===== config.mk =====
export PLATFORM = sky130hd
export DESIGN_NAME = binned_conditional_rate_mean_unit
export DESIGN_NICKNAME = d
export VERILOG_FILES = /design/src/rtl/bcrm_pkg.sv /design/src/rtl/bcrm_front.sv /design/src/rtl/bcrm_fifo.sv /design/src/rtl/bcrm_back.sv /design/src/rtl/binned_conditional_rate_mean_unit.sv
export SDC_FILE = /design/constraint.sdc
export NUM_CORES = 1
export LEC_CHECK = 0
export BUFFER_PORTS_ARGS = -buffer_cell sky130_fd_sc_hd__buf_2
export CAP_MARGIN = 25
export CELL_PAD_IN_SITES_DETAIL_PLACEMENT = 2
export CELL_PAD_IN_SITES_GLOBAL_PLACEMENT = 2
export CORE_UTILIZATION = 35
export CTS_CLUSTER_DIAMETER = 100
export DETAILED_ROUTE_END_ITERATION = 6
export GPL_TIMING_DRIVEN = 0
export PLACE_DENSITY = 0.7
export SYNTH_ARGS = -nofsm -noshare
export SYNTH_HDL_FRONTEND = slang
export SYNTH_SLANG_ARGS = --single-unit

===== constraint.sdc =====
create_clock -name clock -period 11.4 [get_ports clock]
set_input_delay 2.28 -clock clock [delete_from_list [all_inputs] [get_ports clock]]
set_output_delay 2.28 -clock clock [all_outputs]
set_load 0.02 [all_outputs]

===== src/rtl/bcrm_pkg.sv =====
`default_nettype none
// ----------------------------------------------------------------------------
// bcrm_pkg
// Shared constants and types for the binned conditional rate mean unit.
// ----------------------------------------------------------------------------
package bcrm_pkg;

   // default for the window size limit, 2^MAX_BIN_BITS sites per window
   localparam int MAX_BIN_BITS_DEF = 20;

   // windows that may wait between the front and the shared divider
   localparam int QUEUE_DEPTH = 4;

   // fixed field widths
   localparam int INTERVAL_W = 8;
   localparam int RATE_W     = 32;
   localparam int CHAR_W     = 8;
   localparam int BIN_W      = 21;
   localparam int WIN_W      = 24;
   localparam int RATIO_W    = 32;
   localparam int Q16_SHIFT  = 16;

   // character codes
   localparam logic [CHAR_W-1:0] CHAR_MISSING = 8'h32;
   localparam logic [CHAR_W-1:0] CHAR_SNP     = 8'h31;

   // register defaults
   localparam logic [INTERVAL_W-1:0] DEF_LOW  = 8'd0;
   localparam logic [INTERVAL_W-1:0] DEF_HIGH = 8'd40;
   localparam logic [BIN_W-1:0]      DEF_BIN  = 21'd10000;

   // register map
   localparam int CSR_IDX_W = 2;
   localparam logic [CSR_IDX_W-1:0] CSR_INTERVAL_LOW  = 2'd0;
   localparam logic [CSR_IDX_W-1:0] CSR_INTERVAL_HIGH = 2'd1;
   localparam logic [CSR_IDX_W-1:0] CSR_BIN_SIZE      = 2'd2;
   localparam logic [CSR_IDX_W-1:0] CSR_SEQ_ENABLE    = 2'd3;

   typedef enum logic [2:0] {
      BK_IDLE,
      BK_MEAN,
      BK_MISS,
      BK_DIV,
      BK_OUT
   } back_state_type;

endpackage
`default_nettype wire


===== src/rtl/bcrm_front.sv =====
`default_nettype none
// ----------------------------------------------------------------------------
// bcrm_front
// Holds the configuration registers, classifies each site and accumulates the
// window sums; pushes one job into the queue when a window closes.
// ----------------------------------------------------------------------------
module bcrm_front #(
   parameter int MAX_BIN_BITS = bcrm_pkg::MAX_BIN_BITS_DEF,
   parameter int CNT_W        = MAX_BIN_BITS + 1,
   parameter int SUM_W        = bcrm_pkg::RATE_W + MAX_BIN_BITS
) (
   input  wire logic                            clock,
   input  wire logic                            reset,
   // configuration
   input  wire logic                            csr_valid,
   output      logic                            csr_ready,
   input  wire logic [bcrm_pkg::CSR_IDX_W-1:0]  csr_index,
   input  wire logic [bcrm_pkg::BIN_W-1:0]      csr_data,
   // sites
   input  wire logic                            req_valid,
   output      logic                            req_stall,
   input  wire logic [bcrm_pkg::INTERVAL_W-1:0] req_interval_index,
   input  wire logic [bcrm_pkg::RATE_W-1:0]     req_rate_value,
   input  wire logic [bcrm_pkg::CHAR_W-1:0]     req_seq_char,
   input  wire logic                            req_last_site,
   // job queue
   input  wire logic                            job_full,
   output      logic                            job_push,
   output      logic                            job_seq_enable,
   output      logic [bcrm_pkg::WIN_W-1:0]      job_window,
   output      logic [SUM_W-1:0]                job_sum,
   output      logic [CNT_W-1:0]                job_eligible,
   output      logic [CNT_W-1:0]                job_missing,
   output      logic [CNT_W-1:0]                job_snp
);

   localparam int CMP_W = (CNT_W > bcrm_pkg::BIN_W) ? CNT_W : bcrm_pkg::BIN_W;
   localparam logic [CMP_W-1:0] BIN_CAP = CMP_W'(1) << MAX_BIN_BITS;

   logic [bcrm_pkg::INTERVAL_W-1:0] low_ff, low_in;
   logic [bcrm_pkg::INTERVAL_W-1:0] high_ff, high_in;
   logic [bcrm_pkg::BIN_W-1:0]      bin_ff, bin_in;
   logic                            seq_en_ff, seq_en_in;

   logic [CNT_W-1:0]           site_ff, site_in;
   logic [bcrm_pkg::WIN_W-1:0] win_ff, win_in;
   logic [SUM_W-1:0]           sum_ff, sum_in;
   logic [CNT_W-1:0]           elig_ff, elig_in;
   logic [CNT_W-1:0]           miss_ff, miss_in;
   logic [CNT_W-1:0]           snp_ff, snp_in;

   logic                   accept;
   logic                   eligible;
   logic [CMP_W-1:0]       bin_ext;
   logic [CMP_W-1:0]       eff_bin;
   logic                   close;
   logic [SUM_W-1:0]       sum_nx;
   logic [CNT_W-1:0]       elig_nx, miss_nx, snp_nx, site_nx;

   assign csr_ready = 1'b1;
   assign req_stall = job_full;
   assign accept    = req_valid && !req_stall;

   always_comb begin
      low_in    = low_ff;
      high_in   = high_ff;
      bin_in    = bin_ff;
      seq_en_in = seq_en_ff;
      if (csr_valid && csr_ready) begin
         case (csr_index)
            bcrm_pkg::CSR_INTERVAL_LOW:  low_in    = csr_data[bcrm_pkg::INTERVAL_W-1:0];
            bcrm_pkg::CSR_INTERVAL_HIGH: high_in   = csr_data[bcrm_pkg::INTERVAL_W-1:0];
            bcrm_pkg::CSR_BIN_SIZE:      bin_in    = csr_data;
            bcrm_pkg::CSR_SEQ_ENABLE:    seq_en_in = csr_data[0];
            default: ;
         endcase
      end
   end

   // bin size of zero acts as one, oversize clamps to the cap
   always_comb begin
      bin_ext = CMP_W'(bin_ff);
      if (bin_ff == '0) begin
         eff_bin = CMP_W'(1);
      end else if (bin_ext > BIN_CAP) begin
         eff_bin = BIN_CAP;
      end else begin
         eff_bin = bin_ext;
      end
   end

   always_comb begin
      eligible = (req_interval_index >= low_ff) && (req_interval_index < high_ff);
      sum_nx   = eligible ? sum_ff + SUM_W'(req_rate_value) : sum_ff;
      elig_nx  = eligible ? elig_ff + CNT_W'(1) : elig_ff;
      miss_nx  = (req_seq_char == bcrm_pkg::CHAR_MISSING) ? miss_ff + CNT_W'(1) : miss_ff;
      snp_nx   = (req_seq_char == bcrm_pkg::CHAR_SNP) ? snp_ff + CNT_W'(1) : snp_ff;
      site_nx  = site_ff + CNT_W'(1);
      close    = req_last_site || (CMP_W'(site_nx) >= eff_bin);

      site_in = site_ff;
      win_in  = win_ff;
      sum_in  = sum_ff;
      elig_in = elig_ff;
      miss_in = miss_ff;
      snp_in  = snp_ff;
      if (accept) begin
         if (close) begin
            site_in = '0;
            sum_in  = '0;
            elig_in = '0;
            miss_in = '0;
            snp_in  = '0;
            win_in  = req_last_site ? '0 : win_ff + bcrm_pkg::WIN_W'(1);
         end else begin
            site_in = site_nx;
            sum_in  = sum_nx;
            elig_in = elig_nx;
            miss_in = miss_nx;
            snp_in  = snp_nx;
         end
      end
   end

   assign job_push       = accept && close;
   assign job_seq_enable = seq_en_ff;
   assign job_window     = win_ff;
   assign job_sum        = sum_nx;
   assign job_eligible   = elig_nx;
   assign job_missing    = miss_nx;
   assign job_snp        = snp_nx;

   always_ff @(posedge clock) begin
      if (reset) begin
         low_ff    <= bcrm_pkg::DEF_LOW;
         high_ff   <= bcrm_pkg::DEF_HIGH;
         bin_ff    <= bcrm_pkg::DEF_BIN;
         seq_en_ff <= 1'b0;
         site_ff   <= '0;
         win_ff    <= '0;
         sum_ff    <= '0;
         elig_ff   <= '0;
         miss_ff   <= '0;
         snp_ff    <= '0;
      end else begin
         low_ff    <= low_in;
         high_ff   <= high_in;
         bin_ff    <= bin_in;
         seq_en_ff <= seq_en_in;
         site_ff   <= site_in;
         win_ff    <= win_in;
         sum_ff    <= sum_in;
         elig_ff   <= elig_in;
         miss_ff   <= miss_in;
         snp_ff    <= snp_in;
      end
   end

endmodule
`default_nettype wire


===== src/rtl/bcrm_fifo.sv =====
`default_nettype none
// ----------------------------------------------------------------------------
// bcrm_fifo
// Small register queue holding closed windows until the shared divider takes them.
// ----------------------------------------------------------------------------
module bcrm_fifo #(
   parameter int DATA_W = 8,
   parameter int DEPTH  = bcrm_pkg::QUEUE_DEPTH
) (
   input  wire logic              clock,
   input  wire logic              reset,
   input  wire logic              push,
   input  wire logic [DATA_W-1:0] push_data,
   output      logic              full,
   input  wire logic              pop,
   output      logic [DATA_W-1:0] pop_data,
   output      logic              empty
);

   localparam int PTR_W = (DEPTH > 1) ? $clog2(DEPTH) : 1;
   localparam int CNT_W = $clog2(DEPTH + 1);

   logic [DATA_W-1:0] entry_ff [DEPTH];
   logic [PTR_W-1:0]  wr_ff, wr_in;
   logic [PTR_W-1:0]  rd_ff, rd_in;
   logic [CNT_W-1:0]  cnt_ff, cnt_in;
   logic              do_push, do_pop;

   assign full     = (cnt_ff == CNT_W'(DEPTH));
   assign empty    = (cnt_ff == '0);
   assign do_push  = push && !full;
   assign do_pop   = pop && !empty;
   assign pop_data = entry_ff[rd_ff];

   always_comb begin
      wr_in  = wr_ff;
      rd_in  = rd_ff;
      cnt_in = cnt_ff;
      if (do_push) begin
         wr_in = (wr_ff == PTR_W'(DEPTH - 1)) ? '0 : wr_ff + PTR_W'(1);
      end
      if (do_pop) begin
         rd_in = (rd_ff == PTR_W'(DEPTH - 1)) ? '0 : rd_ff + PTR_W'(1);
      end
      if (do_push && !do_pop) begin
         cnt_in = cnt_ff + CNT_W'(1);
      end else if (do_pop && !do_push) begin
         cnt_in = cnt_ff - CNT_W'(1);
      end
   end

   always_ff @(posedge clock) begin
      if (do_push) begin
         entry_ff[wr_ff] <= push_data;
      end
   end

   always_ff @(posedge clock) begin
      if (reset) begin
         wr_ff  <= '0;
         rd_ff  <= '0;
         cnt_ff <= '0;
      end else begin
         wr_ff  <= wr_in;
         rd_ff  <= rd_in;
         cnt_ff <= cnt_in;
      end
   end

endmodule
`default_nettype wire


===== src/rtl/bcrm_back.sv =====
`default_nettype none
// ----------------------------------------------------------------------------
// bcrm_back
// Takes one closed window from the queue, runs its three divisions through a
// shared radix-2 restoring divider and registers the result word.
// ----------------------------------------------------------------------------
module bcrm_back #(
   parameter int MAX_BIN_BITS = bcrm_pkg::MAX_BIN_BITS_DEF,
   parameter int CNT_W        = MAX_BIN_BITS + 1,
   parameter int SUM_W        = bcrm_pkg::RATE_W + MAX_BIN_BITS
) (
   input  wire logic                         clock,
   input  wire logic                         reset,
   // job queue
   input  wire logic                         job_empty,
   output      logic                         job_pop,
   input  wire logic                         job_seq_enable,
   input  wire logic [bcrm_pkg::WIN_W-1:0]   job_window,
   input  wire logic [SUM_W-1:0]             job_sum,
   input  wire logic [CNT_W-1:0]             job_eligible,
   input  wire logic [CNT_W-1:0]             job_missing,
   input  wire logic [CNT_W-1:0]             job_snp,
   // results
   output      logic                         rsp_valid,
   input  wire logic                         rsp_stall,
   output      logic [bcrm_pkg::WIN_W-1:0]   rsp_window_number,
   output      logic [bcrm_pkg::RATE_W-1:0]  rsp_mean_rate,
   output      logic                         rsp_mean_valid,
   output      logic [bcrm_pkg::BIN_W-1:0]   rsp_eligible_sites,
   output      logic [bcrm_pkg::RATIO_W-1:0] rsp_missing_fraction,
   output      logic [bcrm_pkg::RATIO_W-1:0] rsp_diversity,
   output      logic                         rsp_seq_valid
);

   localparam int DIV_W  = SUM_W;
   localparam int STEP_W = $clog2(DIV_W);

   function automatic logic [bcrm_pkg::RATIO_W-1:0] sat32(input logic [DIV_W-1:0] q);
      logic [bcrm_pkg::RATIO_W-1:0] r;
      if (|q[DIV_W-1:bcrm_pkg::RATIO_W]) begin
         r = '1;
      end else begin
         r = q[bcrm_pkg::RATIO_W-1:0];
      end
      return r;
   endfunction

   bcrm_pkg::back_state_type state_ff, state_in;

   logic [STEP_W-1:0] cnt_ff, cnt_in;
   logic [CNT_W-1:0]  rem_ff, rem_in;
   logic [DIV_W-1:0]  quo_ff, quo_in;

   logic                       seq_en_ff, seq_en_in;
   logic [bcrm_pkg::WIN_W-1:0] win_ff, win_in;
   logic [CNT_W-1:0]           elig_ff, elig_in;
   logic [CNT_W-1:0]           miss_ff, miss_in;
   logic [CNT_W-1:0]           snp_ff, snp_in;

   logic [bcrm_pkg::RATIO_W-1:0] mean_q_ff, mean_q_in;
   logic [bcrm_pkg::RATIO_W-1:0] miss_q_ff, miss_q_in;
   logic [bcrm_pkg::RATIO_W-1:0] div_q_ff, div_q_in;

   logic                         out_valid_ff, out_valid_in;
   logic [bcrm_pkg::WIN_W-1:0]   out_win_ff, out_win_in;
   logic [bcrm_pkg::RATE_W-1:0]  out_mean_ff, out_mean_in;
   logic                         out_mvalid_ff, out_mvalid_in;
   logic [bcrm_pkg::BIN_W-1:0]   out_elig_ff, out_elig_in;
   logic [bcrm_pkg::RATIO_W-1:0] out_miss_ff, out_miss_in;
   logic [bcrm_pkg::RATIO_W-1:0] out_div_ff, out_div_in;
   logic                         out_svalid_ff, out_svalid_in;

   // one quotient bit per cycle
   logic [CNT_W-1:0] den;
   logic [CNT_W:0]   shifted;
   logic [CNT_W:0]   diff;
   logic             ge;
   logic [CNT_W-1:0] step_rem;
   logic [DIV_W-1:0] step_quo;
   logic             last_step;
   logic             seq_ok;

   always_comb begin
      den      = (state_ff == bcrm_pkg::BK_DIV) ? elig_ff - miss_ff : elig_ff;
      shifted  = {rem_ff, quo_ff[DIV_W-1]};
      diff     = shifted - {1'b0, den};
      ge       = (shifted >= {1'b0, den});
      step_rem = ge ? diff[CNT_W-1:0] : shifted[CNT_W-1:0];
      step_quo = {quo_ff[DIV_W-2:0], ge};
      last_step = (cnt_ff == STEP_W'(DIV_W - 1));
      seq_ok   = seq_en_ff && (elig_ff != '0) && (elig_ff > miss_ff);
   end

   always_comb begin
      state_in   = state_ff;
      cnt_in     = cnt_ff;
      rem_in     = rem_ff;
      quo_in     = quo_ff;
      seq_en_in  = seq_en_ff;
      win_in     = win_ff;
      elig_in    = elig_ff;
      miss_in    = miss_ff;
      snp_in     = snp_ff;
      mean_q_in  = mean_q_ff;
      miss_q_in  = miss_q_ff;
      div_q_in   = div_q_ff;
      job_pop    = 1'b0;

      out_valid_in  = out_valid_ff && rsp_stall;
      out_win_in    = out_win_ff;
      out_mean_in   = out_mean_ff;
      out_mvalid_in = out_mvalid_ff;
      out_elig_in   = out_elig_ff;
      out_miss_in   = out_miss_ff;
      out_div_in    = out_div_ff;
      out_svalid_in = out_svalid_ff;

      case (state_ff)
         bcrm_pkg::BK_IDLE: begin
            if (!job_empty) begin
               job_pop   = 1'b1;
               seq_en_in = job_seq_enable;
               win_in    = job_window;
               elig_in   = job_eligible;
               miss_in   = job_missing;
               snp_in    = job_snp;
               rem_in    = '0;
               quo_in    = DIV_W'(job_sum);
               cnt_in    = '0;
               state_in  = bcrm_pkg::BK_MEAN;
            end
         end
         bcrm_pkg::BK_MEAN: begin
            rem_in = step_rem;
            quo_in = step_quo;
            cnt_in = cnt_ff + STEP_W'(1);
            if (last_step) begin
               mean_q_in = sat32(step_quo);
               rem_in    = '0;
               quo_in    = DIV_W'({miss_ff, bcrm_pkg::Q16_SHIFT'(0)});
               cnt_in    = '0;
               state_in  = bcrm_pkg::BK_MISS;
            end
         end
         bcrm_pkg::BK_MISS: begin
            rem_in = step_rem;
            quo_in = step_quo;
            cnt_in = cnt_ff + STEP_W'(1);
            if (last_step) begin
               miss_q_in = sat32(step_quo);
               rem_in    = '0;
               quo_in    = DIV_W'({snp_ff, bcrm_pkg::Q16_SHIFT'(0)});
               cnt_in    = '0;
               state_in  = bcrm_pkg::BK_DIV;
            end
         end
         bcrm_pkg::BK_DIV: begin
            rem_in = step_rem;
            quo_in = step_quo;
            cnt_in = cnt_ff + STEP_W'(1);
            if (last_step) begin
               div_q_in = sat32(step_quo);
               cnt_in   = '0;
               state_in = bcrm_pkg::BK_OUT;
            end
         end
         bcrm_pkg::BK_OUT: begin
            // zero divisors ran through the divider too; their quotients are masked here
            if (!out_valid_ff || !rsp_stall) begin
               out_valid_in  = 1'b1;
               out_win_in    = win_ff;
               out_mvalid_in = (elig_ff != '0);
               out_mean_in   = (elig_ff != '0) ? mean_q_ff : '0;
               out_elig_in   = bcrm_pkg::BIN_W'(elig_ff);
               out_miss_in   = seq_ok ? miss_q_ff : '0;
               out_div_in    = seq_ok ? div_q_ff : '0;
               out_svalid_in = seq_ok;
               state_in      = bcrm_pkg::BK_IDLE;
            end
         end
         default: begin
            state_in = bcrm_pkg::BK_IDLE;
         end
      endcase
   end

   always_ff @(posedge clock) begin
      if (reset) begin
         state_ff     <= bcrm_pkg::BK_IDLE;
         cnt_ff       <= '0;
         out_valid_ff <= 1'b0;
      end else begin
         state_ff     <= state_in;
         cnt_ff       <= cnt_in;
         out_valid_ff <= out_valid_in;
      end
   end

   always_ff @(posedge clock) begin
      rem_ff        <= rem_in;
      quo_ff        <= quo_in;
      seq_en_ff     <= seq_en_in;
      win_ff        <= win_in;
      elig_ff       <= elig_in;
      miss_ff       <= miss_in;
      snp_ff        <= snp_in;
      mean_q_ff     <= mean_q_in;
      miss_q_ff     <= miss_q_in;
      div_q_ff      <= div_q_in;
      out_win_ff    <= out_win_in;
      out_mean_ff   <= out_mean_in;
      out_mvalid_ff <= out_mvalid_in;
      out_elig_ff   <= out_elig_in;
      out_miss_ff   <= out_miss_in;
      out_div_ff    <= out_div_in;
      out_svalid_ff <= out_svalid_in;
   end

   assign rsp_valid            = out_valid_ff;
   assign rsp_window_number    = out_win_ff;
   assign rsp_mean_rate        = out_mean_ff;
   assign rsp_mean_valid       = out_mvalid_ff;
   assign rsp_eligible_sites   = out_elig_ff;
   assign rsp_missing_fraction = out_miss_ff;
   assign rsp_diversity        = out_div_ff;
   assign rsp_seq_valid        = out_svalid_ff;

endmodule
`default_nettype wire


===== src/rtl/binned_conditional_rate_mean_unit.sv =====
`default_nettype none
// ----------------------------------------------------------------------------
// binned_conditional_rate_mean_unit
// Per-window mean rate, missing fraction and diversity over a stream of sites.
//
//  channel  dir  handshake              word
//  req_     in   req_valid/req_stall    one site
//  rsp_     out  rsp_valid/rsp_stall    one window result
//  csr_     in   csr_valid/csr_ready    register index + data
//
// The front takes one site per cycle; req_stall rises only while the window
// queue (QUEUE_DEPTH entries) is full. Each closed window goes through the back
// end one window at a time and runs its divisions on the shared divider
// that retires one quotient bit per cycle. Reset is synchronous and clears all
// counters at once; no clearing pass. rsp_stall holds the output register and,
// once the next window is finished, the back end too; the queue then fills.
// ----------------------------------------------------------------------------
module binned_conditional_rate_mean_unit #(
   parameter int MAX_BIN_BITS = bcrm_pkg::MAX_BIN_BITS_DEF
) (
   input  wire logic                            clock,
   input  wire logic                            reset,
   input  wire logic                            csr_valid,
   output      logic                            csr_ready,
   input  wire logic [bcrm_pkg::CSR_IDX_W-1:0]  csr_index,
   input  wire logic [bcrm_pkg::BIN_W-1:0]      csr_data,
   input  wire logic                            req_valid,
   output      logic                            req_stall,
   input  wire logic [bcrm_pkg::INTERVAL_W-1:0] req_interval_index,
   input  wire logic [bcrm_pkg::RATE_W-1:0]     req_rate_value,
   input  wire logic [bcrm_pkg::CHAR_W-1:0]     req_seq_char,
   input  wire logic                            req_last_site,
   output      logic                            rsp_valid,
   input  wire logic                            rsp_stall,
   output      logic [bcrm_pkg::WIN_W-1:0]      rsp_window_number,
   output      logic [bcrm_pkg::RATE_W-1:0]     rsp_mean_rate,
   output      logic                            rsp_mean_valid,
   output      logic [bcrm_pkg::BIN_W-1:0]      rsp_eligible_sites,
   output      logic [bcrm_pkg::RATIO_W-1:0]    rsp_missing_fraction,
   output      logic [bcrm_pkg::RATIO_W-1:0]    rsp_diversity,
   output      logic                            rsp_seq_valid
);

   localparam int CNT_W = MAX_BIN_BITS + 1;
   localparam int SUM_W = bcrm_pkg::RATE_W + MAX_BIN_BITS;
   localparam int JOB_W = 1 + bcrm_pkg::WIN_W + SUM_W + 3 * CNT_W;

   logic                       push, full, pop, empty;
   logic [JOB_W-1:0]           push_word, pop_word;

   logic                       f_seq_en;
   logic [bcrm_pkg::WIN_W-1:0] f_win;
   logic [SUM_W-1:0]           f_sum;
   logic [CNT_W-1:0]           f_elig, f_miss, f_snp;

   logic                       b_seq_en;
   logic [bcrm_pkg::WIN_W-1:0] b_win;
   logic [SUM_W-1:0]           b_sum;
   logic [CNT_W-1:0]           b_elig, b_miss, b_snp;

   bcrm_front #(
      .MAX_BIN_BITS (MAX_BIN_BITS),
      .CNT_W        (CNT_W),
      .SUM_W        (SUM_W)
   ) u_front (
      .clock              (clock),
      .reset              (reset),
      .csr_valid          (csr_valid),
      .csr_ready          (csr_ready),
      .csr_index          (csr_index),
      .csr_data           (csr_data),
      .req_valid          (req_valid),
      .req_stall          (req_stall),
      .req_interval_index (req_interval_index),
      .req_rate_value     (req_rate_value),
      .req_seq_char       (req_seq_char),
      .req_last_site      (req_last_site),
      .job_full           (full),
      .job_push           (push),
      .job_seq_enable     (f_seq_en),
      .job_window         (f_win),
      .job_sum            (f_sum),
      .job_eligible       (f_elig),
      .job_missing        (f_miss),
      .job_snp            (f_snp)
   );

   assign push_word = {f_seq_en, f_win, f_sum, f_elig, f_miss, f_snp};

   bcrm_fifo #(
      .DATA_W (JOB_W),
      .DEPTH  (bcrm_pkg::QUEUE_DEPTH)
   ) u_queue (
      .clock     (clock),
      .reset     (reset),
      .push      (push),
      .push_data (push_word),
      .full      (full),
      .pop       (pop),
      .pop_data  (pop_word),
      .empty     (empty)
   );

   assign {b_seq_en, b_win, b_sum, b_elig, b_miss, b_snp} = pop_word;

   bcrm_back #(
      .MAX_BIN_BITS (MAX_BIN_BITS),
      .CNT_W        (CNT_W),
      .SUM_W        (SUM_W)
   ) u_back (
      .clock                (clock),
      .reset                (reset),
      .job_empty            (empty),
      .job_pop              (pop),
      .job_seq_enable       (b_seq_en),
      .job_window           (b_win),
      .job_sum              (b_sum),
      .job_eligible         (b_elig),
      .job_missing          (b_miss),
      .job_snp              (b_snp),
      .rsp_valid            (rsp_valid),
      .rsp_stall            (rsp_stall),
      .rsp_window_number    (rsp_window_number),
      .rsp_mean_rate        (rsp_mean_rate),
      .rsp_mean_valid       (rsp_mean_valid),
      .rsp_eligible_sites   (rsp_eligible_sites),
      .rsp_missing_fraction (rsp_missing_fraction),
      .rsp_diversity        (rsp_diversity),
      .rsp_seq_valid        (rsp_seq_valid)
   );

endmodule
`default_nettype wire

* Word level (Yosys, flattened, before mapping)
Memory sizes are Yosys's and may differ from the RTL's. A register that Yosys moved wholly into a read port is not among the register bits.
Cells that the tools add are included.
** Word-level totals
- Memory bits (writable) :: 560
- Latch bits :: 0
- Output and inout bits :: 146
- Word-level logic and storage cells :: 159
- ROM bits :: 0
- Flip-flop bits (word level) :: 615
- Memories kept :: 1
** Operators by class
- Reductions and logical operators :: 44
- Divide/modulo/power cells :: 0
- Multiply operators :: 0
- Mux-type cells :: 43
- Add/subtract/negate cells :: 13
- Shift-type cells :: 0
- Bitwise logic cells :: 1
- Order comparisons :: 6
- Eq/ne operators :: 18
** Memory list
- u_queue.entry_ff :: depth 4, width 140, read ports 1, clocked after Yosys merged registers in 1, wr ports 1, line bcrm_fifo.sv:23 : logic [DATA_W-1:0] entry_ff [DEPTH];
** Operators with widths (number)
- two-way mux 21 bit :: 13
- two-way mux 52 bit :: 5
- case mux 52 bit (4 select lines) :: 1
- adder 21 x 1 -> 21 bit (second input constant) :: 4
- case mux 21 bit (3 select lines) :: 1
- adder 52 x 32 -> 52 bit :: 1
- subtractor 21 bit :: 2
- two-way mux 32 bit :: 1
- AND reduction 2 bit :: 13
- adder 24 x 1 -> 24 bit (second input constant) :: 1
- two-way mux 24 bit :: 1
- greater-or-equal comparator 22 x 21 -> 1 bit :: 1
- greater-or-equal comparator 21 bit :: 1
- > comparator 21 bit :: 1
- > comparator 21 bit (second input constant) :: 1
- zero test 21 bit :: 1
- two-way mux 3 bit :: 7
- nonzero test 21 bit :: 1
- OR reduction 20 bit :: 1
- == test 8 x 6 -> 1 bit (second input constant) :: 2
- case mux 3 bit (5 select lines) :: 1
- two-way mux 6 bit :: 2
- case mux 6 bit (2 select lines) :: 1
- logical AND 1 bit :: 10
- 27 further kinds :: 52

* Logic depth before layout (Yosys ltp)
Gate-level depths: netlist of the first run.
- Depth after elaboration :: 11
- Depth in mapped cells :: 22
- Gate-level depth less buffers :: 21

* Hierarchy
Synthesis of the first run repeated with hierarchy kept, for this count alone.
** Unflattened totals
- Cells, all modules :: 3554
- Area total of the unflattened synthesis :: 50146.8 sq um
** Modules (own cells, without submodules)
- bcrm_fifo :: area an instance 20662.3 sq um, seq. area each 16996.3 sq um, instances 1, cells an instance 782
- bcrm_back :: area an instance 17066.4 sq um, seq. area each 12211.7 sq um, instances 1, cells an instance 1165
- bcrm_front :: area an instance 12418.2 sq um, seq. area each 3963.8 sq um, instances 1, cells an instance 1607

* Worst setup path before layout of the first run
Ideal clock, no wire load.
- Path kind :: input-to-reg
- Start :: input rsp_stall
- End :: register u_back.out_div_ff (netlist bit u_back.rsp_diversity[0]) (enable)
- Data arrival time :: 9.005 ns
- Stages :: 1
- Path slack :: 1.702 ns
- Buffers on the path :: 0
- Path through :: a21oi_1
** On the way
- Word-level cells in the longest chain between the ends :: 3
** Ends and longest elaborated chain
- start, declared :: line binned_conditional_rate_mean_unit.sv:34 : input wire logic rsp_stall,
- zero test 1 bit :: line bcrm_back.sv:169 : if (!out_valid_ff || !rsp_stall) begin
- logical OR 1 bit :: line bcrm_back.sv:169
- AND reduction 2 bit (no source line)
- end signal, assigned :: line bcrm_back.sv:215 : out_div_ff <= out_div_in;
- end, declared :: line bcrm_back.sv:70 : logic [bcrm_pkg::RATIO_W-1:0] out_div_ff, out_div_in;
No other way between the ends.
A chain may end at the register's enable or synchronous reset.

* Worst setup path after layout of the first run
- Start :: register u_front.site_ff[2]
- End :: memory u_queue.entry_ff[1][55] (netlist bit) (enable)
** On the way
- Word-level cells in the longest chain between the ends :: 7
** Ends and longest elaborated chain
- start, declared :: line bcrm_front.sv:45 : logic [CNT_W-1:0] site_ff, site_in;
- start signal, assigned :: line bcrm_front.sv:150 : site_ff <= site_in;
- adder 21 x 1 -> 21 bit :: line bcrm_front.sv:98 : site_nx = site_ff + CNT_W'(1);
- greater-or-equal comparator 21 bit :: line bcrm_front.sv:99 : close = req_last_site || (CMP_W'(site_nx) >= eff_bin);
- logical OR 1 bit :: line bcrm_front.sv:99
- logical AND 1 bit :: line bcrm_front.sv:125 : assign job_push = accept && close;
- logical AND 1 bit :: line bcrm_fifo.sv:31 : assign do_push = push && !full;
- two-way mux 1 bit :: line bcrm_fifo.sv:53 : if (do_push) begin
- two-way mux 1 bit (implied by the code) :: line bcrm_fifo.sv:54 : entry_ff[wr_ff] <= push_data;
- end, declared :: line bcrm_fifo.sv:23
No other way between the ends.

==> results of run 1 <==
==> how the worst min path moves through the flow <==
stage | start | end | depth (start not counted)
after floorplan | u_back.win_ff[0] | u_back.rsp_window_number[0] | 0
after global placement | u_back.win_ff[23] | u_back.rsp_window_number[23] | 0
after detailed placement | u_back.win_ff[3] | u_back.rsp_window_number[3] | 0
after CTS | u_back.win_ff[3] | u_back.rsp_window_number[3] | 0
after global routing | u_back.win_ff[2] | u_back.rsp_window_number[2] | 0
final | u_back.win_ff[1] | u_back.rsp_window_number[1] | 0
==> per-layer routing <==
metal	vias to the layer above	part of all wire	routed length [µm]	global-route usage
met5	-	0.000088	14	0
met4	2	0.031	4890	0.0756
met3	246	0.041	6590	0.0328
met2	770	0.49	78100	0.369
met1	16736	0.44	69700	0.286
li1	14378	-	-	-
==> worst register-to-register path: stages, from the launching register on <==
cell and delay, ns:
dfxtp_1 0.46, nand4_1 0.17, nor3_1 0.70, nand2_1 0.19
nor3_1 0.65, xor2_1 0.22, ha_1 0.36, nand2_1 0.06
o21a_1 0.19, a21oi_1 0.28, nand3_1 0.33, nand2_1 0.47
clkbuf_1 0.66, clkbuf_1 0.50, and3_4 0.89, buf_16 0.36
buf_16 0.37
==> cells in the final DEF, fill, tap and decap left out, types with 57 or more instances in the layout <==
master / Yosys / layout
nor2_1: 204 / 203
xor2_1: 77 / 77
xnor2_1: 101 / 101
buf_2: 10 / 231
inv_1: 87 / 85
edfxtp_1: 960 / 960
ha_1: 122 / 122
clkbuf_1: 132 / 160
and2_1: 80 / 80
nand2_1: 287 / 287
or3_1: 57 / 57
clkbuf_16: 0 / 140
mux4_2: 140 / 140
dfxtp_1: 217 / 217
nor3_1: 58 / 58
a21oi_1: 209 / 208
nand3_1: 89 / 89
o21ai_0: 114 / 114
==> where the power goes <==
part	internal, µW	switching (µW)
Combinational	1370	2100
Clock	2480	1860
Sequential	5310	373
==> through the flow <==
step | setup slack [ns] | hold WS, ns | instances | cell area [µm²] | TNS, ns
3_3_place_gp | -2.18 | 0.405 | 5674 | 53600 | -654.30
6_report | 4.14 | 0.418 | 5959 | 58800 | 0
4_1_cts | 4.00 | 0.416 | 5953 | 58700 | 0
5_1_grt | 3.73 | 0.423 | 5956 | 58700 | 0
3_5_place_dp | 4.13 | 0.406 | 5706 | 54300 | 0
2_1_floorplan | 1.70 | 0.400 | 3564 | 50200 | 0
==> cell type report <==
class	instances	area, µm²
clock inverter	71	704
inverter	87	329
sequential	1177	33200
multi-input combinational	2133	16100
antenna	3	7.51
fill	14214	83200
buffer	167	646
clock buffer	176	3700
timing repair buffer	255	1770
tap	1890	2360
==> sequential cells by signal, summed over array words and instances, names as in the netlist, 21 cells and up, named ones only <==
register                     flops
u_back.miss_ff                  21
u_front.miss_ff                 21
u_front.bin_ext                 21
u_back.mean_q_ff                32
u_back.rsp_missing_fraction     32
u_queue.entry_ff               560
u_front.sum_ff                  52
u_back.rsp_window_number        24
u_back.win_ff                   24
u_back.miss_q_ff                32
u_back.rsp_diversity            32
u_back.quo_ff                   52
u_back.snp_ff                   21
u_back.rem_ff                   21
u_front.site_ff                 21
u_front.elig_ff                 21
u_front.job_window              24
u_back.rsp_mean_rate            32
u_back.div_q_ff                 32
u_front.snp_ff                  21
u_back.rsp_eligible_sites       21
u_back.elig_ff                  21
==> kinds of logic (layout without fill, tap and decap cells) <==
| kind of cell | after synthesis | in the layout | share of synthesized area |
|---|---|---|---|
| flip-flops | 1177 | 1177 | 0.661 |
| XOR/XNOR | 178 | 178 | 0.0311 |
| AO/OA/AOI/OAI | 624 | 624 | 0.0810 |
| buffers and inverters | 254 | 756 | 0.0193 |
| other | 1 | 4 | 0.0000748 |
| AND/OR/NAND/NOR | 1017 | 1017 | 0.102 |
| multiplexers | 187 | 187 | 0.0728 |
| adder cells (fa/ha/maj) | 126 | 126 | 0.0320 |
==> impl_metrics.env, run 1 <==
export IMPL_cts_tree="done"
export IMPL_io_buffer_count=220
export IMPL_leakage_uw=0.0201
export IMPL_slowest_stage="and3_4"
export IMPL_async_flop_share=0
export IMPL_r2r_start="u_front.site_ff[2]"
export IMPL_setup_viol=0
export IMPL_post_synth_cell_area_avg_um2=14.1
export IMPL_place_detailed_hpwl_um=115000
export IMPL_crit_buf_inv=4
export IMPL_place_congestion=0.822
export IMPL_startpoint="u_front.site_ff[2]"
export IMPL_synth_seq_cells=1177
export IMPL_wl_um=159000
export IMPL_drc=0
export IMPL_nets=4159
export IMPL_crit_chain="nand4_1 > nor3_1 > nand2_1 > nor3_1 > xor2_1 > ha_1 > nand2_1 > o21a_1 > a21oi_1 > nand3_1 > nand2_1 > clkbuf_1 > clkbuf_1 > and3_4 > buf_16 > buf_16"
export IMPL_vdd_drop_max_mv=0.222
export IMPL_required_ns=11.84
export IMPL_antenna_found_initial=8
export IMPL_arrival_ns=7.70
export IMPL_synth_ff_type="edfxtp_1"
export IMPL_total_power_uw=13500
export IMPL_h_tree_depth=4
export IMPL_finalHoldViolations=0
export IMPL_cts_sinks=1177
export IMPL_clockRootBuffer="clkbuf_16"
export IMPL_post_cts_buffers=0
export IMPL_drt_initial_drc_count=2018
export IMPL_netlist_instances=3564
export IMPL_synth_edf_count=960
export IMPL_final_period_utilization=0.637
export IMPL_crit_cells=16
export IMPL_path_max_fanout=49
export IMPL_rsz0062_at_grt="false"
export IMPL_pin_count=223
export IMPL_viasPerCell=5.39
export IMPL_final_antenna_net_count=0
export IMPL_track_usage=0.218
export IMPL_yosysTopAreaCell="edfxtp_1"
export IMPL_synthDominantCellAreaShare=0.575
export IMPL_outcome="finished clean"
export IMPL_overflow=0
export IMPL_crit_top_cell="nand2_1"
export IMPL_synth_most_common_cell="edfxtp_1"
export IMPL_clock_skew_ns=0.0283
export IMPL_drv_cap=0
export IMPL_worstSetupPathType="flop to flop"
export IMPL_synth_area_leaders="edfxtp_1, dfxtp_1, mux4_2"
export IMPL_rows=138
export IMPL_clkTransAtPathRegs_ns=0.06
export IMPL_synth_common_cells="edfxtp_1, nand2_1, dfxtp_1"
export IMPL_drive_above_1_share=0.164
export IMPL_drv_slew=0
export IMPL_hold_class="flop to flop"
export IMPL_grt_start_max_net_pins=66
export IMPL_die_y_um=381
export IMPL_grt_pass1_vias=35064
export IMPL_wire_per_inst_um=26.7
export IMPL_min_period_ns=7.26
export IMPL_worst_pin_slew_ns=1.11
export IMPL_fin_util=0.414
export IMPL_die_w_um=381
export IMPL_area_growth_pct=17.2
export IMPL_die_area_mm2=0.145
export IMPL_yosysWarnings=0
export IMPL_cts_buffers=135
export IMPL_r2r_slack_ns=4.14
export IMPL_endpoint="u_queue.entry_ff[1][55]"
export IMPL_drtPass1Iterations=6
export IMPL_cp_end_kind="flop"
export IMPL_syn_nets=3767
export IMPL_start_util=0.353
export IMPL_r2r_end="u_queue.entry_ff[1][55]"
export IMPL_cp_start_kind="flop"
export IMPL_cpLargestDelayFamily="simple AND/OR/NAND/NOR gates"
export IMPL_grt_pass1_wl_um=235000
export IMPL_max_slew_margin=0.260
export IMPL_synth_area_mm2=0.0502
export IMPL_r2r_cells=16
export IMPL_cpPeakStageDelay_ns=0.89
export IMPL_clk_latency_ns=0.79
export IMPL_core_area_mm2=0.142
export IMPL_max_freq_mhz=138
export IMPL_postCtsHoldBufs=0
export IMPL_p_per_area_mw_per_mm2=230
export IMPL_ctsResizeCount=0
export IMPL_clockBufferDepth=3
export IMPL_synth_cell_type_count=84
export IMPL_dr_total_vias=32132
export IMPL_ys_seq_area_frac=0.661
Note: power is estimated with default switching activity, not from simulation.
==> run 2: changes to the inputs <==
==> constraint.sdc (replaced) <==
create_clock -name clock -period 7.25 [get_ports clock]
set_input_delay 1.45 -clock clock [delete_from_list [all_inputs] [get_ports clock]]
set_output_delay 1.45 -clock clock [all_outputs]
set_load 0.02 [all_outputs]
==> run 2 against run 1 <==
Global-route usage increased by 0.067 points. Critical path depth is 1 higher. Combinational power up 57%. Worst setup slack lost 3.5 ns. Critical path type unchanged. Via count about the same. Register-to-register slack got worse by 3.5 ns. Maximum frequency grew 11%. Non-clock buffer count shrank 6. Clock-buffer cell count fell by 5.
==> impl_metrics.env, run 2 (synthesis gave the netlist of run 1 again) <==
export IMPL_viasPerCell=5.40
export IMPL_h_tree_depth=4
export IMPL_hold_end="u_back.rsp_window_number[1]"
export IMPL_vdd_drop_max_mv=0.249
export IMPL_final_common_cell="edfxtp_1"
export IMPL_track_usage=0.219
export IMPL_r2r_slack_ns=0.68
export IMPL_drt_initial_drc_count=2156
export IMPL_cp_start_kind="flop"
export IMPL_layout_setup_ws_ns=0.684
export IMPL_max_slew_margin=0.285
export IMPL_required_ns=7.67
export IMPL_grt_busiest_layer="met2"
export IMPL_nets=4154
export IMPL_grt_pass1_vias=34698
export IMPL_finalHoldViolations=0
export IMPL_hp_start="u_back.win_ff[1]"
export IMPL_power_frac_comb=0.256
export IMPL_slowest_stage="and3_4"
export IMPL_pin_count=223
export IMPL_rows=138
export IMPL_die_w_um=381
export IMPL_core_area_mm2=0.142
export IMPL_wire_per_inst_um=26.7
export IMPL_hold_depth=0
export IMPL_grt_start_max_net_pins=67
export IMPL_max_freq_mhz=152
export IMPL_drv_slew=0
export IMPL_largest_reg_flops=560
export IMPL_top_regs="u_queue.entry_ff x560, u_back.quo_ff x52, u_front.sum_ff x52"
export IMPL_clkTransAtPathRegs_ns=0.06
export IMPL_place_ws_ns=0.0265
export IMPL_max_flop_register="u_queue.entry_ff"
export IMPL_crit_buf_inv=4
export IMPL_p_seq_frac=0.421
export IMPL_die_y_um=381
export IMPL_p_clk_frac=0.322
export IMPL_die_area_mm2=0.145
export IMPL_crit_top_cell="nand2_1"
export IMPL_overflow=0
export IMPL_hold_class="flop to flop"
export IMPL_grt_use_met3=0.0318
export IMPL_cts_sinks=1177
export IMPL_area_growth_pct=17.1
export IMPL_rsz0062_at_grt="false"
export IMPL_fill_cells=14177
export IMPL_cts_tree="done"
export IMPL_final_period_utilization=0.906
export IMPL_r2r_start="u_front.site_ff[0]"
export IMPL_p_per_area_mw_per_mm2=361
export IMPL_drtPass1Iterations=6
export IMPL_cpLargestDelayFamily="simple AND/OR/NAND/NOR gates"
export IMPL_drv_cap=0
export IMPL_total_power_uw=21200
export IMPL_dr_total_vias=32157
export IMPL_clockBufferDepth=3
export IMPL_switching_share=0.323
export IMPL_place_detailed_hpwl_um=115000
export IMPL_drc=0
export IMPL_worstSetupPathType="flop to flop"
export IMPL_start_util=0.353
export IMPL_r2r_cells=17
export IMPL_leakage_uw=0.0201
export IMPL_placed_area_mm2=0.0542
export IMPL_fin_util=0.414
export IMPL_outcome="finished clean"
export IMPL_worst_pin_slew_ns=1.07
export IMPL_antenna_found_initial=6
export IMPL_grt_use_met1=0.288
export IMPL_arrival_ns=6.99
export IMPL_grt_pass1_wl_um=235000
export IMPL_place_congestion=0.838
export IMPL_r2r_end="u_queue.entry_ff[3][37]"
export IMPL_wl_um=159000
export IMPL_crit_chain="ha_1 > nand3_1 > nor4_1 > and2_1 > nand2_1 > xnor2_1 > ha_1 > nand2_1 > o21a_1 > a21oi_1 > nand3_1 > nand2_1 > clkbuf_2 > clkbuf_1 > and3_4 > buf_16 > buf_16"
export IMPL_min_period_ns=6.57
export IMPL_p_int_uw=14400
export IMPL_clk_latency_ns=0.81
export IMPL_drive_above_1_share=0.161
export IMPL_cts_buffers=136
export IMPL_io_buffer_count=220
export IMPL_grt_use_met2=0.373
export IMPL_clock_skew_ns=0.0640
export IMPL_path_max_fanout=51
export IMPL_net_switching_power_uw=6840
export IMPL_cp_end_kind="flop"
export IMPL_cpPeakStageDelay_ns=0.83
export IMPL_design_area_mm2=0.0588
export IMPL_setup_viol=0
export IMPL_post_cts_buffers=0
export IMPL_clockRootBuffer="clkbuf_16"
export IMPL_layout_common_cells="edfxtp_1, nand2_1, buf_2, dfxtp_1, a21oi_1"
export IMPL_final_antenna_net_count=0
-- run 2: changes by cell type in the layout (fill, tap and decap cells not counted), sizes merged, moves of 2 or more --
cell / before / now
inv: 92 / 94
buf: 290 / 284
clkinvlp: 7 / 2
clkinv: 52 / 65
clkbuf: 308 / 303
-- run 2: metrics by stage --
step | hold WS [ns] | instances | setup TNS [ns]
after floorplan | 0.400 | 3564 | 0
after global placement | 0.406 | 5674 | -2858.22
after detailed placement | 0.405 | 5701 | 0
after CTS | 0.411 | 5954 | 0
after global routing | 0.429 | 5957 | 0
final | 0.417 | 5960 | 0
-- run 2: worst reg2reg max path, delay by kind of cell, from the launching register on --
family | cells | cell delay [ns]
buf+inv | 4 | 1.63
compound gates | 2 | 0.47
flops | 1 | 0.44
simple gates | 8 | 2.74
fa+ha+maj | 2 | 0.55
xor+xnor | 1 | 0.36
-- run 2: power by group through the flow --
stage	registers [µW]	clock network (µW)	logic [µW]
after CTS	8950	6980	5510
after global routing	8990	7200	5930
final	8940	6830	5440
after detailed placement	9080	0	5470
after global placement	9120	0	5100
after floorplan	8710	0	3650
-- run 2: worst max-delay path by stage --
stage	slack, ns	cells past startpoint	start	end
after floorplan	0.11	14	u_front.site_ff[2]	u_queue.entry_ff[0][0]
after global placement	-4.92	14	u_front.site_ff[2]	u_queue.entry_ff[1][72]
after detailed placement	0.03	16	u_front.site_ff[2]	u_queue.entry_ff[3][90]
after CTS	0.24	16	u_front.site_ff[2]	u_queue.entry_ff[3][37]
after global routing	0.22	17	u_front.site_ff[0]	u_queue.entry_ff[3][37]
final	0.68	17	u_front.site_ff[0]	u_queue.entry_ff[3][37]
-- run 2: cell type report --
type | instances | area [µm²] | area share
antenna | 4 | 10.0 | 0.000170
buffer | 167 | 648 | 0.0110
clock buffer | 171 | 3590 | 0.0612
clock inverter | 82 | 865 | 0.0147
inverter | 87 | 329 | 0.00560
multi-input combinational | 2133 | 16100 | 0.274
sequential | 1177 | 33200 | 0.565
tap | 1890 | 2360 | 0.0402
timing repair buffer | 249 | 1700 | 0.0289
-- run 2: routing by layer --
| metal | vias to the layer above | wire [µm] |
|---|---|---|
| met1 | 16803 | 69000 |
| met2 | 760 | 78900 |
| li1 | 14396 | - |
| met5 | - | 12 |
| met4 | 2 | 3970 |
| met3 | 196 | 7370 |
-- run 2: what timing repair did --
item / 4_1_cts / 5_1_grt
setup endpoints to repair: 48 / 39
pin swaps: 0 / 0
resized for setup: 1 / 3
hold buffers: 0 / 0
==> run 3: changes to the inputs <==
--- a/config.mk
+++ b/config.mk
@@ -9,11 +9,11 @@
 export CAP_MARGIN = 25
 export CELL_PAD_IN_SITES_DETAIL_PLACEMENT = 2
 export CELL_PAD_IN_SITES_GLOBAL_PLACEMENT = 2
-export CORE_UTILIZATION = 35
+export CORE_UTILIZATION = 45
 export CTS_CLUSTER_DIAMETER = 100
 export DETAILED_ROUTE_END_ITERATION = 6
 export GPL_TIMING_DRIVEN = 0
-export PLACE_DENSITY = 0.7
+export PLACE_DENSITY = 0.85
 export SYNTH_ARGS = -nofsm -noshare
 export SYNTH_HDL_FRONTEND = slang
 export SYNTH_SLANG_ARGS = --single-unit
==> constraint.sdc (replaced) <==
create_clock -name clock -period 7.25 [get_ports clock]
set_input_delay 0.725 -clock clock [delete_from_list [all_inputs] [get_ports clock]]
set_output_delay 0.725 -clock clock [all_outputs]
set_load 0.02 [all_outputs]
==> run 3 against run 2 <==
Core utilization grew 11 points. Sequential power up 2%. First-iteration DRC count is 100% higher. Register-to-register slack got worse by 0.51 ns. Via count grew 17%. Critical endpoint is now u_back.rem_ff[5]. Worst hold slack lost 0.23 ns. Total power grew 6.4%. Combinational power grew 18%. Maximum frequency decreased by 7.2%. The run now ends with design-rule violations left. Sequential cell count stayed put. Clock power grew 3%. Die area fell by 22%.
==> impl_metrics.env, run 3 (synthesis gave the netlist of run 1 again) <==
export IMPL_drt_initial_drc_count=4383
export IMPL_p_per_area_mw_per_mm2=387
export IMPL_p_int_uw=14500
export IMPL_r2r_slack_ns=0.18
export IMPL_fin_util=0.527
export IMPL_layout_common_cells="edfxtp_1, nand2_1, buf_2, dfxtp_1, a21oi_1"
export IMPL_io_buffer_count=220
export IMPL_timing_hold_ws_ns=0.189
export IMPL_grt_use_met1=0.448
export IMPL_crit_buf_inv=3
export IMPL_antenna_found_initial=11
export IMPL_drive_above_1_share=0.163
export IMPL_max_freq_mhz=141
export IMPL_setup_viol=0
export IMPL_die_w_um=336
export IMPL_crit_chain="inv_1 > ha_1 > inv_1 > fa_1 > a21o_1 > a211oi_1 > o21ai_0 > a311oi_1 > o21ai_0 > a31oi_1 > xnor2_1 > mux2i_1 > ha_1 > a21o_1 > a21o_1 > a21oi_1 > o21ai_0 > o31ai_4 > buf_2 > mux2i_1 > nor2_1"
export IMPL_grt_busiest_layer="met2"
export IMPL_clockBufferDepth=3
export IMPL_min_period_ns=7.07
export IMPL_worstSetupPathType="flop to flop"
export IMPL_drv_slew=0
export IMPL_total_power_uw=22600
export IMPL_p_seq_frac=0.404
export IMPL_max_slew_margin=0.198
export IMPL_h_tree_depth=4
export IMPL_clkTransAtPathRegs_ns=0.07
export IMPL_r2r_start="u_back.elig_ff[0]"
export IMPL_drv_cap=0
export IMPL_dr_total_vias=37691
export IMPL_switching_share=0.357
export IMPL_hold_class="primary input to flop"
export IMPL_die_area_mm2=0.113
export IMPL_p_clk_frac=0.311
export IMPL_final_antenna_net_count=0
export IMPL_power_frac_comb=0.285
export IMPL_place_detailed_hpwl_um=137000
export IMPL_cts_buffers=130
export IMPL_top_regs="u_queue.entry_ff x560, u_back.quo_ff x52, u_front.sum_ff x52"
export IMPL_vdd_drop_max_mv=0.221
export IMPL_rows=122
export IMPL_track_usage=0.392
export IMPL_leakage_uw=0.0201
export IMPL_grt_pass1_wl_um=313000
export IMPL_drc=2
export IMPL_post_cts_buffers=0
export IMPL_hold_end="u_front.bin_ext[10]"
export IMPL_clockRootBuffer="clkbuf_16"
export IMPL_largest_reg_flops=560
export IMPL_start_util=0.454
export IMPL_finalHoldViolations=0
export IMPL_arrival_ns=7.55
export IMPL_wire_per_inst_um=39.9
export IMPL_cpLargestDelayFamily="compound AO/OA/AOI/OAI gates"
export IMPL_area_growth_pct=16.2
export IMPL_place_congestion=0.858
export IMPL_final_period_utilization=0.975
export IMPL_pin_count=223
export IMPL_wl_um=222000
export IMPL_r2r_cells=21
export IMPL_hp_start="csr_data[10]"
export IMPL_nets=4163
export IMPL_die_y_um=336
export IMPL_rsz0062_at_grt="false"
export IMPL_hold_depth=3
export IMPL_drtPass1Iterations=7
export IMPL_clk_latency_ns=0.80
export IMPL_violations="design-rule violations"
export IMPL_viasPerCell=6.78
export IMPL_r2r_end="u_back.rem_ff[5]"
export IMPL_cts_sinks=1177
export IMPL_cts_tree="done"
export IMPL_postCtsHoldBufs=0
export IMPL_cpPeakStageDelay_ns=0.64
export IMPL_cp_start_kind="flop"
export IMPL_max_flop_register="u_queue.entry_ff"
export IMPL_grt_start_max_net_pins=71
export IMPL_grt_pass1_vias=39959
export IMPL_net_switching_power_uw=8050
export IMPL_final_common_cell="edfxtp_1"
export IMPL_overflow=0
export IMPL_outcome="finished, violations left"
export IMPL_path_max_fanout=10
export IMPL_slowest_stage="o31ai_4"
export IMPL_clock_skew_ns=0.0479
export IMPL_finalSetupTns_ns=0
export IMPL_core_area_mm2=0.111
export IMPL_grt_use_met3=0.0935
export IMPL_grt_use_met2=0.651
export IMPL_cp_end_kind="flop"
export IMPL_required_ns=7.73
export IMPL_worst_pin_slew_ns=1.19
run 3: final cells by class:
class	instances	area (µm²)
buffer	166	643
sequential	1177	33200
fill	10235	52300
clock inverter	60	623
antenna	6	15.0
clock buffer	181	3670
tap	1488	1860
multi-input combinational	2135	16100
inverter	87	329
timing repair buffer	263	1860
run 3: how the worst max path moves through the flow:
stage                             from                  endpoint  slack (ns)  cells past startpoint
floorplan           u_front.site_ff[2]    u_queue.entry_ff[0][0]        0.11                     14
finish               u_back.elig_ff[0]          u_back.rem_ff[5]        0.18                     21
global placement    u_front.site_ff[2]   u_queue.entry_ff[1][73]       -4.36                     14
detailed placement  u_front.site_ff[2]   u_queue.entry_ff[3][73]       -0.11                     16
global route         u_back.elig_ff[0]          u_back.rem_ff[5]        0.22                     21
CTS                 u_front.site_ff[2]  u_queue.entry_ff[3][112]       0.006                     16
run 3: power groups by stage:
stage | registers (µW) | logic, µW | clock network [µW]
after floorplan | 8710 | 3650 | 0
final | 9110 | 6420 | 7020
after CTS | 9060 | 6190 | 7030
after detailed placement | 9130 | 5770 | 0
after global routing | 9090 | 6590 | 7210
after global placement | 9060 | 4950 | 0
run 3: worst reg2reg max path, stage by stage (launching register included):
cell and delay (ns):
edfxtp_1 0.55, inv_1 0.16, ha_1 0.20, inv_1 0.09
fa_1 0.44, a21o_1 0.23, a211oi_1 0.44, o21ai_0 0.35
a311oi_1 0.60, o21ai_0 0.25, a31oi_1 0.36, xnor2_1 0.18
mux2i_1 0.15, ha_1 0.29, a21o_1 0.20, a21o_1 0.19
a21oi_1 0.22, o21ai_0 0.27, o31ai_4 0.64, buf_2 0.45
mux2i_1 0.37, nor2_1 0.15
run 3: what timing repair did:
item,in CTS,in global routing
gates cloned,2,0
setup endpoints to repair,263,192
gates resized for setup,1,2
pin swaps,2,2
run 3: per-stage QoR:
step	setup WS, ns	std cells	instance area [µm²]
after global placement	-4.36	5272	53100
after detailed placement	-0.108	5299	53700
after floorplan	0.111	3564	50200
after CTS	0.00553	5542	58100
final	0.178	5563	58300
after global routing	0.224	5557	58200
run 3: per-layer routing:
metal,up-vias,wire length [µm]
li1,14401,-
met1,19382,77000
met2,2865,107000
met3,1035,19800
met4,8,18600
met5,-,52
